**config.mk**
```make
export PLATFORM = sky130hd
export DESIGN_NAME = life_like_automaton_row_step
export DESIGN_NICKNAME = d
export VERILOG_FILES = /design/src/hdl/llrs_pkg.sv /design/src/hdl/llrs_cell.sv /design/src/hdl/llrs_out_queue.sv /design/src/hdl/life_like_automaton_row_step.sv
export SDC_FILE = /design/constraint.sdc
export NUM_CORES = 2
export LEC_CHECK = 0
export BUFFER_PORTS_ARGS = -buffer_cell sky130_fd_sc_hd__clkbuf_2
export CORE_MARGIN = 3
export CORE_UTILIZATION = 58
export CTS_CLUSTER_DIAMETER = 60
export CTS_CLUSTER_SIZE = 25
export DETAILED_ROUTE_END_ITERATION = 10
export PLACE_DENSITY = 0.79
export SLEW_MARGIN = 20
export SYNTH_ARGS = -nofsm -noshare
export SYNTH_HDL_FRONTEND = slang
export SYNTH_SLANG_ARGS = --single-unit
```
**constraint.sdc**
```tcl
create_clock -name clk -period 8.3 [get_ports clk]
set_clock_uncertainty 0.15 [all_clocks]
set_input_delay 1.66 -clock clk [delete_from_list [all_inputs] [get_ports clk]]
set_output_delay 1.66 -clock clk [all_outputs]
set_load 0.02 [all_outputs]
```
**src/hdl/llrs_pkg.sv**
```systemverilog
// ----------------------------------------------------------------------------
// llrs_pkg: shared types and constants for the automaton row step
// Rule thresholds, neighbor bit bundle, result beat layout and register map.
// ----------------------------------------------------------------------------
`default_nettype none

package llrs_pkg;

  localparam int MAX_COLS_DEF = 64;
  localparam int MAX_ROWS_DEF = 4096;

  localparam int ROW_W     = 64;
  localparam int COLS_W    = 7;
  localparam int ROWS_W    = 13;
  localparam int THR_W     = 4;
  localparam int INDEX_W   = 12;
  localparam int EXT_W     = 17;
  localparam int OUT_TDATA_W = 208;
  localparam int ADDR_W    = 5;
  localparam int DATA_W    = 32;

  localparam logic [COLS_W-1:0] GRID_COLS_RST   = 7'd64;
  localparam logic [ROWS_W-1:0] GRID_ROWS_RST   = 13'd64;
  localparam logic [THR_W-1:0]  UNDER_LIMIT_RST = 4'd2;
  localparam logic [THR_W-1:0]  OVER_LIMIT_RST  = 4'd3;
  localparam logic [THR_W-1:0]  BIRTH_COUNT_RST = 4'd3;

  typedef enum logic [2:0] {
    REG_GRID_COLS   = 3'd0,
    REG_GRID_ROWS   = 3'd1,
    REG_UNDER_LIMIT = 3'd2,
    REG_OVER_LIMIT  = 3'd3,
    REG_BIRTH_COUNT = 3'd4
  } reg_idx_t;

  typedef struct packed {
    logic [THR_W-1:0] under_limit;
    logic [THR_W-1:0] over_limit;
    logic [THR_W-1:0] birth_count;
  } rule_t;

  typedef struct packed {
    logic up;
    logic mid;
    logic cur;
  } nbr_t;

  typedef struct packed {
    logic load;
    logic clear;
  } cell_ctl_t;

  typedef struct packed {
    logic               last_of_frame;
    logic [INDEX_W-1:0] row_index;
    logic [ROW_W-1:0]   died_mask;
    logic [ROW_W-1:0]   born_mask;
    logic [ROW_W-1:0]   next_row;
  } res_t;

endpackage

`default_nettype wire

```
**src/hdl/llrs_cell.sv**
```systemverilog
// ----------------------------------------------------------------------------
// llrs_cell: one column of the automaton
// Holds the column's bits of the two rows above, trades them with its
// neighbors and forms the column's next state for both candidate results.
// ----------------------------------------------------------------------------
`default_nettype none

module llrs_cell (
  input  wire                  clk,
  input  wire                  rst,
  input  wire                  en,
  input  wire                  in_bit,
  input  llrs_pkg::cell_ctl_t  ctl,
  input  llrs_pkg::rule_t      rule,
  input  llrs_pkg::nbr_t       left,
  input  llrs_pkg::nbr_t       right,
  output llrs_pkg::nbr_t       own,
  output logic                 next_a,
  output logic                 born_a,
  output logic                 died_a,
  output logic                 next_b,
  output logic                 born_b,
  output logic                 died_b
);

  logic upper;
  logic middle;
  logic [3:0] cnt_a;
  logic [3:0] cnt_b;
  logic alive_a;
  logic alive_b;

  function automatic logic apply_rule(input logic [3:0] n, input logic cur,
                                      input llrs_pkg::rule_t r);
    logic res;
    if (n < r.under_limit) res = 1'b0;
    else if (n > r.over_limit) res = 1'b0;
    else if (n == r.birth_count) res = 1'b1;
    else res = cur;
    return res;
  endfunction

  assign own.up  = en & upper;
  assign own.mid = en & middle;
  assign own.cur = en & in_bit;

  always_comb begin
    cnt_a = 4'(left.up) + 4'(own.up) + 4'(right.up)
          + 4'(left.mid) + 4'(right.mid)
          + 4'(left.cur) + 4'(own.cur) + 4'(right.cur);
    cnt_b = 4'(left.mid) + 4'(own.mid) + 4'(right.mid)
          + 4'(left.cur) + 4'(right.cur);
    alive_a = en & apply_rule(cnt_a, own.mid, rule);
    alive_b = en & apply_rule(cnt_b, own.cur, rule);
  end

  assign next_a = alive_a;
  assign born_a = alive_a & ~own.mid;
  assign died_a = own.mid & ~alive_a;
  assign next_b = alive_b;
  assign born_b = alive_b & ~own.cur;
  assign died_b = own.cur & ~alive_b;

  always_ff @(posedge clk) begin
    if (rst) begin
      upper  <= 1'b0;
      middle <= 1'b0;
    end else if (ctl.load) begin
      if (ctl.clear) begin
        upper  <= 1'b0;
        middle <= 1'b0;
      end else begin
        upper  <= own.mid;
        middle <= own.cur;
      end
    end
  end

endmodule

`default_nettype wire

```
**src/hdl/llrs_out_queue.sv**
```systemverilog
// ----------------------------------------------------------------------------
// llrs_out_queue: result beat queue
// Four-entry queue that takes up to two result beats per cycle and hands
// one beat per cycle to the output stream while it is ready to take one.
// ----------------------------------------------------------------------------
`default_nettype none

module llrs_out_queue (
  input  wire                 clk,
  input  wire                 rst,
  input  wire                 push_a,
  input  wire                 push_b,
  input  llrs_pkg::res_t      res_a,
  input  llrs_pkg::res_t      res_b,
  input  wire                 pop,
  output llrs_pkg::res_t      head,
  output logic                not_empty,
  output logic                has_room,
  output logic [2:0]          level
);

  llrs_pkg::res_t slots [4];
  logic [1:0] wr_ptr;
  logic [1:0] rd_ptr;
  logic [1:0] wr_ptr_next;
  logic [2:0] level_next;
  logic do_pop;

  assign do_pop    = pop & not_empty;
  assign not_empty = (level != 3'd0);
  assign has_room  = (level <= 3'd2);
  assign head      = slots[rd_ptr];

  always_comb begin
    wr_ptr_next = wr_ptr + 2'(push_a) + 2'(push_b);
    level_next  = level + 3'(push_a) + 3'(push_b) - 3'(do_pop);
  end

  always_ff @(posedge clk) begin
    if (push_a) slots[wr_ptr] <= res_a;
    if (push_b) begin
      if (push_a) slots[wr_ptr + 2'd1] <= res_b;
      else slots[wr_ptr] <= res_b;
    end
  end

  always_ff @(posedge clk) begin
    if (rst) begin
      wr_ptr <= 2'd0;
      rd_ptr <= 2'd0;
      level  <= 3'd0;
    end else begin
      wr_ptr <= wr_ptr_next;
      level  <= level_next;
      if (do_pop) rd_ptr <= rd_ptr + 2'd1;
    end
  end

endmodule

`default_nettype wire

```
**src/hdl/life_like_automaton_row_step.sv**
```systemverilog
// ----------------------------------------------------------------------------
// life_like_automaton_row_step: one generation of a life-like automaton
// Order: a row's result beat is queued at the edge that accepts the row
//   below it (the last row's beat at its own edge) and is shown from the registered queue.
// Throughput: one row per cycle while the four-entry output queue has room.
// Reset clears the stored rows, the row count and the queue; registers take
//   their defaults (64 columns, 64 rows, limits 2 and 3, birth at 3).
// ----------------------------------------------------------------------------
`default_nettype none

module life_like_automaton_row_step #(
  parameter int MAX_COLS = llrs_pkg::MAX_COLS_DEF,
  parameter int MAX_ROWS = llrs_pkg::MAX_ROWS_DEF
) (
  input  wire                                  clk,
  input  wire                                  rst,
  input  wire                                  psel,
  input  wire                                  penable,
  input  wire                                  pwrite,
  input  wire  [llrs_pkg::ADDR_W-1:0]          paddr,
  input  wire  [llrs_pkg::DATA_W-1:0]          pwdata,
  output logic [llrs_pkg::DATA_W-1:0]          prdata,
  output logic                                 pready,
  input  wire                                  s_tvalid,
  output logic                                 s_tready,
  // row_cells[63:0]
  input  wire  [llrs_pkg::ROW_W-1:0]           s_tdata,
  output logic                                 m_tvalid,
  input  wire                                  m_tready,
  // next_row[63:0], born_mask[127:64], died_mask[191:128], row_index[203:192]
  output logic [llrs_pkg::OUT_TDATA_W-1:0]     m_tdata,
  // last_of_frame
  output logic                                 m_tlast
);

  localparam int RW = (MAX_ROWS > 1) ? $clog2(MAX_ROWS) : 1;

  logic [llrs_pkg::COLS_W-1:0] grid_cols;
  logic [llrs_pkg::ROWS_W-1:0] grid_rows;
  llrs_pkg::rule_t             rule;
  logic [RW-1:0]               rows_seen;
  logic [RW-1:0]               rows_seen_next;

  logic [llrs_pkg::COLS_W-1:0] eff_cols;
  logic [llrs_pkg::EXT_W-1:0]  eff_rows;
  logic [llrs_pkg::EXT_W-1:0]  seen_plus;
  logic                        last_row;
  logic                        in_fire;
  logic                        cfg_wr;
  llrs_pkg::reg_idx_t          cfg_idx;
  llrs_pkg::cell_ctl_t         ctl;

  logic [MAX_COLS-1:0] col_en;
  llrs_pkg::nbr_t      own [MAX_COLS];
  logic [MAX_COLS-1:0] next_a, born_a, died_a, next_b, born_b, died_b;

  llrs_pkg::res_t res_a;
  llrs_pkg::res_t res_b;
  llrs_pkg::res_t head;
  logic           push_a;
  logic           has_room;
  logic [2:0]     level;
  logic [31:0]    idx_cur;
  logic [31:0]    idx_prev;

  assign pready  = 1'b1;
  assign cfg_wr  = psel & penable & pwrite & pready;
  assign cfg_idx = llrs_pkg::reg_idx_t'(paddr[4:2]);

  always_ff @(posedge clk) begin
    if (rst) begin
      grid_cols        <= llrs_pkg::GRID_COLS_RST;
      grid_rows        <= llrs_pkg::GRID_ROWS_RST;
      rule.under_limit <= llrs_pkg::UNDER_LIMIT_RST;
      rule.over_limit  <= llrs_pkg::OVER_LIMIT_RST;
      rule.birth_count <= llrs_pkg::BIRTH_COUNT_RST;
    end else if (cfg_wr) begin
      case (cfg_idx)
        llrs_pkg::REG_GRID_COLS:   grid_cols <= pwdata[llrs_pkg::COLS_W-1:0];
        llrs_pkg::REG_GRID_ROWS:   grid_rows <= pwdata[llrs_pkg::ROWS_W-1:0];
        llrs_pkg::REG_UNDER_LIMIT: rule.under_limit <= pwdata[llrs_pkg::THR_W-1:0];
        llrs_pkg::REG_OVER_LIMIT:  rule.over_limit <= pwdata[llrs_pkg::THR_W-1:0];
        llrs_pkg::REG_BIRTH_COUNT: rule.birth_count <= pwdata[llrs_pkg::THR_W-1:0];
        default: ;
      endcase
    end
  end

  always_comb begin
    case (cfg_idx)
      llrs_pkg::REG_GRID_COLS:   prdata = 32'(grid_cols);
      llrs_pkg::REG_GRID_ROWS:   prdata = 32'(grid_rows);
      llrs_pkg::REG_UNDER_LIMIT: prdata = 32'(rule.under_limit);
      llrs_pkg::REG_OVER_LIMIT:  prdata = 32'(rule.over_limit);
      llrs_pkg::REG_BIRTH_COUNT: prdata = 32'(rule.birth_count);
      default:                   prdata = 32'd0;
    endcase
  end

  always_comb begin
    if (grid_cols == '0) eff_cols = llrs_pkg::COLS_W'(1);
    else if (grid_cols > llrs_pkg::COLS_W'(MAX_COLS)) eff_cols = llrs_pkg::COLS_W'(MAX_COLS);
    else eff_cols = grid_cols;
    if (grid_rows == '0) eff_rows = llrs_pkg::EXT_W'(1);
    else if (llrs_pkg::EXT_W'(grid_rows) > llrs_pkg::EXT_W'(MAX_ROWS))
      eff_rows = llrs_pkg::EXT_W'(MAX_ROWS);
    else eff_rows = llrs_pkg::EXT_W'(grid_rows);
    seen_plus = llrs_pkg::EXT_W'(rows_seen) + llrs_pkg::EXT_W'(1);
    last_row  = (seen_plus >= eff_rows);
    rows_seen_next = last_row ? '0 : RW'(seen_plus);
  end

  assign s_tready  = has_room;
  assign in_fire   = s_tvalid & s_tready;
  assign ctl.load  = in_fire;
  assign ctl.clear = last_row;

  always_ff @(posedge clk) begin
    if (rst) rows_seen <= '0;
    else if (in_fire) rows_seen <= rows_seen_next;
  end

  genvar c;
  generate
    for (c = 0; c < MAX_COLS; c++) begin : g_col
      llrs_pkg::nbr_t left_n;
      llrs_pkg::nbr_t right_n;
      assign col_en[c] = (llrs_pkg::COLS_W'(c) < eff_cols);
      if (c == 0) begin : g_l0
        assign left_n = '0;
      end else begin : g_l
        assign left_n = own[c-1];
      end
      if (c == MAX_COLS - 1) begin : g_r0
        assign right_n = '0;
      end else begin : g_r
        assign right_n = own[c+1];
      end
      llrs_cell u_cell (
        .clk    (clk),
        .rst    (rst),
        .en     (col_en[c]),
        .in_bit (s_tdata[c]),
        .ctl    (ctl),
        .rule   (rule),
        .left   (left_n),
        .right  (right_n),
        .own    (own[c]),
        .next_a (next_a[c]),
        .born_a (born_a[c]),
        .died_a (died_a[c]),
        .next_b (next_b[c]),
        .born_b (born_b[c]),
        .died_b (died_b[c])
      );
    end
  endgenerate

  always_comb begin
    idx_cur  = 32'(rows_seen);
    idx_prev = idx_cur - 32'd1;
    res_a.next_row      = llrs_pkg::ROW_W'(next_a);
    res_a.born_mask     = llrs_pkg::ROW_W'(born_a);
    res_a.died_mask     = llrs_pkg::ROW_W'(died_a);
    res_a.row_index     = idx_prev[llrs_pkg::INDEX_W-1:0];
    res_a.last_of_frame = 1'b0;
    res_b.next_row      = llrs_pkg::ROW_W'(next_b);
    res_b.born_mask     = llrs_pkg::ROW_W'(born_b);
    res_b.died_mask     = llrs_pkg::ROW_W'(died_b);
    res_b.row_index     = idx_cur[llrs_pkg::INDEX_W-1:0];
    res_b.last_of_frame = 1'b1;
  end

  assign push_a = in_fire & (rows_seen != '0);

  llrs_out_queue u_queue (
    .clk       (clk),
    .rst       (rst),
    .push_a    (push_a),
    .push_b    (in_fire & last_row),
    .res_a     (res_a),
    .res_b     (res_b),
    .pop       (m_tready),
    .head      (head),
    .not_empty (m_tvalid),
    .has_room  (has_room),
    .level     (level)
  );

  assign m_tdata = {4'd0, head.row_index, head.died_mask, head.born_mask, head.next_row};
  assign m_tlast = head.last_of_frame;

  a_level_max: assert property (@(posedge clk) disable iff (rst) level <= 3'd4)
    else $error("result queue overflow");

  a_frame_wrap: assert property (@(posedge clk) disable iff (rst)
    in_fire && last_row |=> rows_seen == '0)
    else $error("row count not cleared after last row");

  a_row_advance: assert property (@(posedge clk) disable iff (rst)
    in_fire && !last_row |=> rows_seen == $past(rows_seen) + RW'(1))
    else $error("row count did not advance");

  a_masks_apart: assert property (@(posedge clk) disable iff (rst)
    m_tvalid |-> ((head.born_mask & head.died_mask) == '0) &&
                 ((head.born_mask & ~head.next_row) == '0))
    else $error("born and died masks inconsistent");

endmodule

`default_nettype wire

```
After elaboration in Yosys (flattened, before gate mapping)
Memory sizes are Yosys's and may differ from the RTL's. A register that Yosys moved wholly into a read port is not among the register bits.
Cells that the tools add are included.
{ "totals": {"ff_bits": 179, "latchBits": 0, "ram_bits": 820, "romBits": 0, "inputBits": 108, "n_memories": 1} }
{ "op_classes": {"add_sub_neg": 701, "n_mul": 0, "n_div": 0, "n_lt_le_gt_ge": 324, "eq_ne": 132, "shifts": 0, "muxes": 528, "bitwise_logic": 839, "reduce_logical": 10} }
{ "memory_table": {"columns": ["memory", "words", "word_bits", "read_ports", "rd_ports_with_merged_regs", "write_ports", "line_no", "text"], "rows": [
  ["u_queue.slots", 4, 205, 1, 1, 2, "llrs_out_queue.sv:22", "llrs_pkg::res_t slots [4];"]
]} }
{ "op_table": {"columns": ["op", "n"], "rows": [
  ["4-bit by 1-bit adder with 4-bit output", 566],
  ["1-bit bitwise AND", 582],
  ["1-bit two-way mux", 519],
  ["4-bit equality test", 128],
  ["4-bit > comparator", 128],
  ["4-bit less-than comparator", 128],
  ["1-bit NOT", 256],
  ["1-bit by 1-bit adder with 2-bit output", 126],
  ["6-bit by 7-bit less-than comparator with 1-bit output, first input constant", 32],
  ["205-bit two-way mux", 1],
  ["5-bit by 7-bit less-than comparator with 1-bit output, first input constant", 16],
  ["13-bit one-hot mux with 5 select lines", 1],
  ["4-bit by 7-bit less-than comparator with 1-bit output, first input constant", 8],
  ["3-bit by 7-bit less-than comparator with 1-bit output, first input constant", 4],
  ["13-bit two-way mux", 2],
  ["13-bit by 17-bit >= comparator with 1-bit output", 1],
  ["1-bit by 7-bit less-than comparator with 1-bit output, first input constant", 2],
  ["2-bit by 7-bit less-than comparator with 1-bit output, first input constant", 2],
  ["7-bit two-way mux", 2],
  ["12-bit by 1-bit adder with 13-bit output, second input constant", 1],
  ["13-bit > comparator, second input constant", 1],
  ["13-bit zero test", 1],
  ["12-bit two-way mux", 1],
  ["12-bit nonzero test", 1],
  ["other kinds (16)", 25]
]} }

Longest topological paths before layout
{ "logic_depth": {"ltp_word": 20, "ltp_mapped": 24, "mapped_depth_nobuf": 21} }

Modules after synthesis
Synthesis repeated with hierarchy kept, for this count alone.
{ "hier_totals": {"hier_cells": 8937, "area_unflattened_um2": 94851.0} }
{ "modules_own_cells": {"columns": ["module", "n_inst", "cells_each", "area_each_um2", "seq_area_each_um2"], "rows": [
  ["llrs_cell (g_col[0].u_cell ...)", 63, 100, 803.3, 40.0],
  ["llrs_out_queue", 1, 2035, 39878.2, 24803.8],
  ["life_like_automaton_row_step", 1, 505, 3602.2, 880.8],
  ["llrs_cell (g_col[15].u_cell)", 1, 97, 764.5, 40.0]
]} }

Least setup slack after synthesis
Ideal clock, no wire load.
{ "synth_path": {"path_kind": "reg2reg", "from": "register rows_seen[0]", "to": "memory u_queue.slots[0][0] (netlist bit) (enable)", "t_arrival_ps": 7649, "slack_ps": -72, "path_stages_with_launch": 16, "path_buffers": 3, "cell_sequence": "dfxtp_1 -> ha_1 -> and3_1 -> and3_1 -> nand3_1 -> xnor2_1 -> ha_1 -> and4_1 -> nand3_1 -> o31a_1 -> and3_1 -> buf_2 -> or3_1 -> buf_2 -> clkbuf_1 -> nand2_1"} }
{ "synth_rtl": {"columns": ["element", "line_no", "text"], "rows": [
  ["start, declared", "life_like_automaton_row_step.sv:41", "logic [RW-1:0] rows_seen;"],
  ["start signal, assigned", "life_like_automaton_row_step.sv:120", "else if (in_fire) rows_seen <= rows_seen_next;"],
  ["end, declared", "llrs_out_queue.sv:22", null]
]} }

==> flow_metrics.tcl <==
set metrics [dict create \
    drive_gt1_share_pct 12.07 \
    synth_area_leaders "edfxtp_1 27%, ha_1 15%, fa_1 7.4%" \
    routedWlPerCell_um 27.26 \
    setup_viol 0 \
    place.detailed.hpwl_um 194700 \
    synthDistinctLibCells 88 \
    p_leak_nw 37.97 \
    pre_cts_ws_ps 1299 \
    use_met2_pct 57.36 \
    synth_top_area_cell "edfxtp_1" \
    tritoncts "done" \
    vias 75898 \
    netlist_area_um2 89160 \
    seqPwrFrac_pct 23.8 \
    die_area_um2 158500 \
    p_clk_share_pct 20.7 \
    io_pins 352 \
    synthArstFlopShare_pct 0 \
    grt_antenna_before_repair 31 \
    cts-htree-levels 3 \
    p_sw_share_pct 44.29 \
    nets 10411 \
    fin_crit_ps 7348 \
    comb_power_share_pct 55.5 \
    end_kind "register" \
    critPathSlowestCell "o311ai_0" \
    die_x_um 398.1 \
    grt_use_met3_pct 9.964 \
    drtPass1Iterations 9 \
    initial_core_util_pct 58.56 \
    p_int_w 0.01382 \
    io_buffer_count 306 \
    first_global_vias 75975 \
    hp-class "register to register" \
    drt-initial-drc-count 9058 \
    use_met1_pct 46.29 \
    num_rows 143 \
    busiest_layer "met2" \
    clock_sinks 1001 \
    vdd_drop_max_mv 0.2430 \
    synth_top_area_share_pct 27.48 \
    finalHoldViolCount 0 \
    grt_usage_pct 37.12 \
    antenna_left 0 \
    synth-seq-cells 1001 \
    cts_buffers 99 \
    path_delay_family "compound AO/OA/AOI/OAI gates" \
    power_density_nw_per_um2 257.9 \
    synth_ff_type "edfxtp_1" \
    rsz0062_at_grt "false" \
    drv_slew 0 \
    stdcell_area_um2 96190 \
    grt_max_degree 150 \
    synth_cells 8812 \
    cp.required_ps 8740 \
    totalWireLength_um 300700 \
    drv_cap 0 \
    tightest_slew_ps 1242 \
    yosysSeqAreaShare_pct 31.64 \
    postCtsResizedCells 0 \
    grt_pass1_wl_um 451200 \
    crit_chain "buf_4 -> o21ai_1 -> o311ai_0 -> nand2_1 -> fa_1 -> xor2_1 -> ha_1 -> fa_1 -> inv_1 -> fa_1 -> inv_1 -> ha_1 -> nor2b_1 -> o21a_1 -> o21a_1 -> o21a_1 -> or4_1 -> mux2_2 -> o22ai_1" \
    drc_errors 0 \
    final_cell_mix "1,085 x ha_1, 1,039 x inv_1, 816 x edfxtp_1" \
    worstPathArrival_ps 7790 \
    slew-limit-headroom_pct 17.20 \
    core_um2 152300 \
    fin_ws_ps 952.3 \
    status "complete, no violations" \
    placed_area_um2 92420 \
    cp-start-kind "register" \
    gp_congestion 0.9661 \
    synth_edf_count 816 \
    period_share_pct 88.53 \
    ys_warn_count 0 \
    area_delta_synth_final_pct 7.885 \
    die_y_um 398.1 \
    clkLatencyLatePin_ps 780 \
    switching_power_w 0.01099 \
    cts_hold_repair.buffers 0 \
    clockBufferDepth 3 \
    syn_area_per_cell_um2 10.12 \
    grt.overflow.total 0 \
    layout.cells.most_common "ha_1" \
    tns_ps 0 \
    crit_buf_inv 3 \
    hold_ws_ps 292.0 \
    clk_pin_slew_ps 80 \
    timing.fmax_ghz 0.1361 \
    fillCellCount 11803 \
    post-cts-setup-buffer-count 0 \
    critPathKind "register to register" \
    viasPerCell 6.880 \
    totalPowerFinal_w 0.02481 \
    critical-path-max-stage-delay_ps 1040 \
    worstPathMaxFanout 19 \
    clockRootBuffer "clkbuf_16" \
]
## final cells by class
type                    count  area (µm²)  area share [%]
inverters                1047        3953           4.109
clock buffers             102        2552           2.654
multi-input cells        6324       55010           57.19
flip-flops and latches   1001       28250           29.36
clock inverters            86        1135           1.180
repair buffers            414        2690           2.797
diodes                     27       67.56         0.07024
well taps                2030        2540           2.641
## power groups by stage
stage,sequential (W),combinational (W),clock [W]
global route,0.00594,0.0151,0.00532
finish,0.00591,0.0138,0.00512
global placement,0.00599,0.0127,0
detailed placement,0.00601,0.0134,0
CTS,0.00590,0.0135,0.00513
floorplan,0.00594,0.00994,0
## cell families (layout without fill, tap and decap cells)
logic type | after synthesis | after routing | share of synthesized area, %
AO/OA/AOI/OAI | 2221 | 2221 | 16.16
AND/OR/NAND/NOR | 1771 | 1771 | 10.37
buffers and inverters | 1509 | 1649 | 6.955
adder cells (fa/ha/maj) | 1416 | 1416 | 22.66
flip-flops | 1001 | 1001 | 31.64
XOR/XNOR | 579 | 579 | 5.688
multiplexers | 313 | 313 | 6.521
other | 2 | 51 | 0.008423
## worst paths after layout
path,from,end,slack (ps),cells after the start
worst max-delay path,grid_cols[2],u_queue.slots[0][93],950,19
worst min-delay path,u_queue.slots[0][204],u_queue.slots[0][204],290,2
worst max register to register,grid_cols[2],u_queue.slots[0][93],950,19
worst min register to register,u_queue.slots[0][204],u_queue.slots[0][204],290,2
## synth_stat cells (25+ instances only)
library cell	number
xor2_1	187
clkbuf_1	240
nand3b_1	59
a31oi_1	82
dfxtp_1	185
xnor2_1	392
nand2b_1	138
nor4_1	115
o31ai_1	42
mux2_2	83
and3_1	52
a22oi_1	117
a21oi_1	329
o22ai_1	654
o221ai_1	60
buf_6	31
o21a_1	197
fa_1	331
or2_2	125
nor3_1	45
buf_1	58
nand4_1	84
nand2_1	434
edfxtp_1	816
buf_2	78
or3_1	25
ha_1	1085
nand3_1	84
inv_1	1046
mux4_2	206
a21boi_0	33
buf_4	55
o21ai_0	342
a21o_1	163
nor2b_1	177
nor2_1	342
## registers in the layout, indices dropped and copies added, names as in the netlist, named ones only
signal               flops
grid_rows               13
u_queue.wr_ptr           2
g_col.u_cell.upper      64
u_queue.rd_ptr           2
g_col.u_cell.middle     64
rows_seen               12
u_queue.slots          820
u_queue.level            3
rule                    12
grid_cols                7
## through the flow
step | utilization [%] | instances
5_1_grt | 63.15 | 11015
4_1_cts | 63.12 | 11004
3_3_place_gp | 60.70 | 10816
3_5_place_dp | 60.70 | 10816
6_report | 63.17 | 11031
2_1_floorplan | - | 8834
## routing by layer
| layer | part of all wire (%) | vias up |
|---|---|---|
| li1 | - | 32459 |
| met1 | 35 | 36765 |
| met2 | 44 | 5345 |
| met3 | 13 | 1317 |
| met4 | 6.9 | 12 |
| met5 | 0.027 | - |
## worst reg2reg max path, cell delays in order, from the launching register on
cell	delay, ps
dfxtp_1	700
buf_4	360
o21ai_1	440
o311ai_0	1050
nand2_1	400
fa_1	580
xor2_1	180
ha_1	310
fa_1	430
inv_1	90
fa_1	440
inv_1	100
ha_1	250
nor2b_1	140
o21a_1	160
o21a_1	170
o21a_1	170
or4_1	600
mux2_2	320
o22ai_1	140
(Power assumes the default switching activity.)
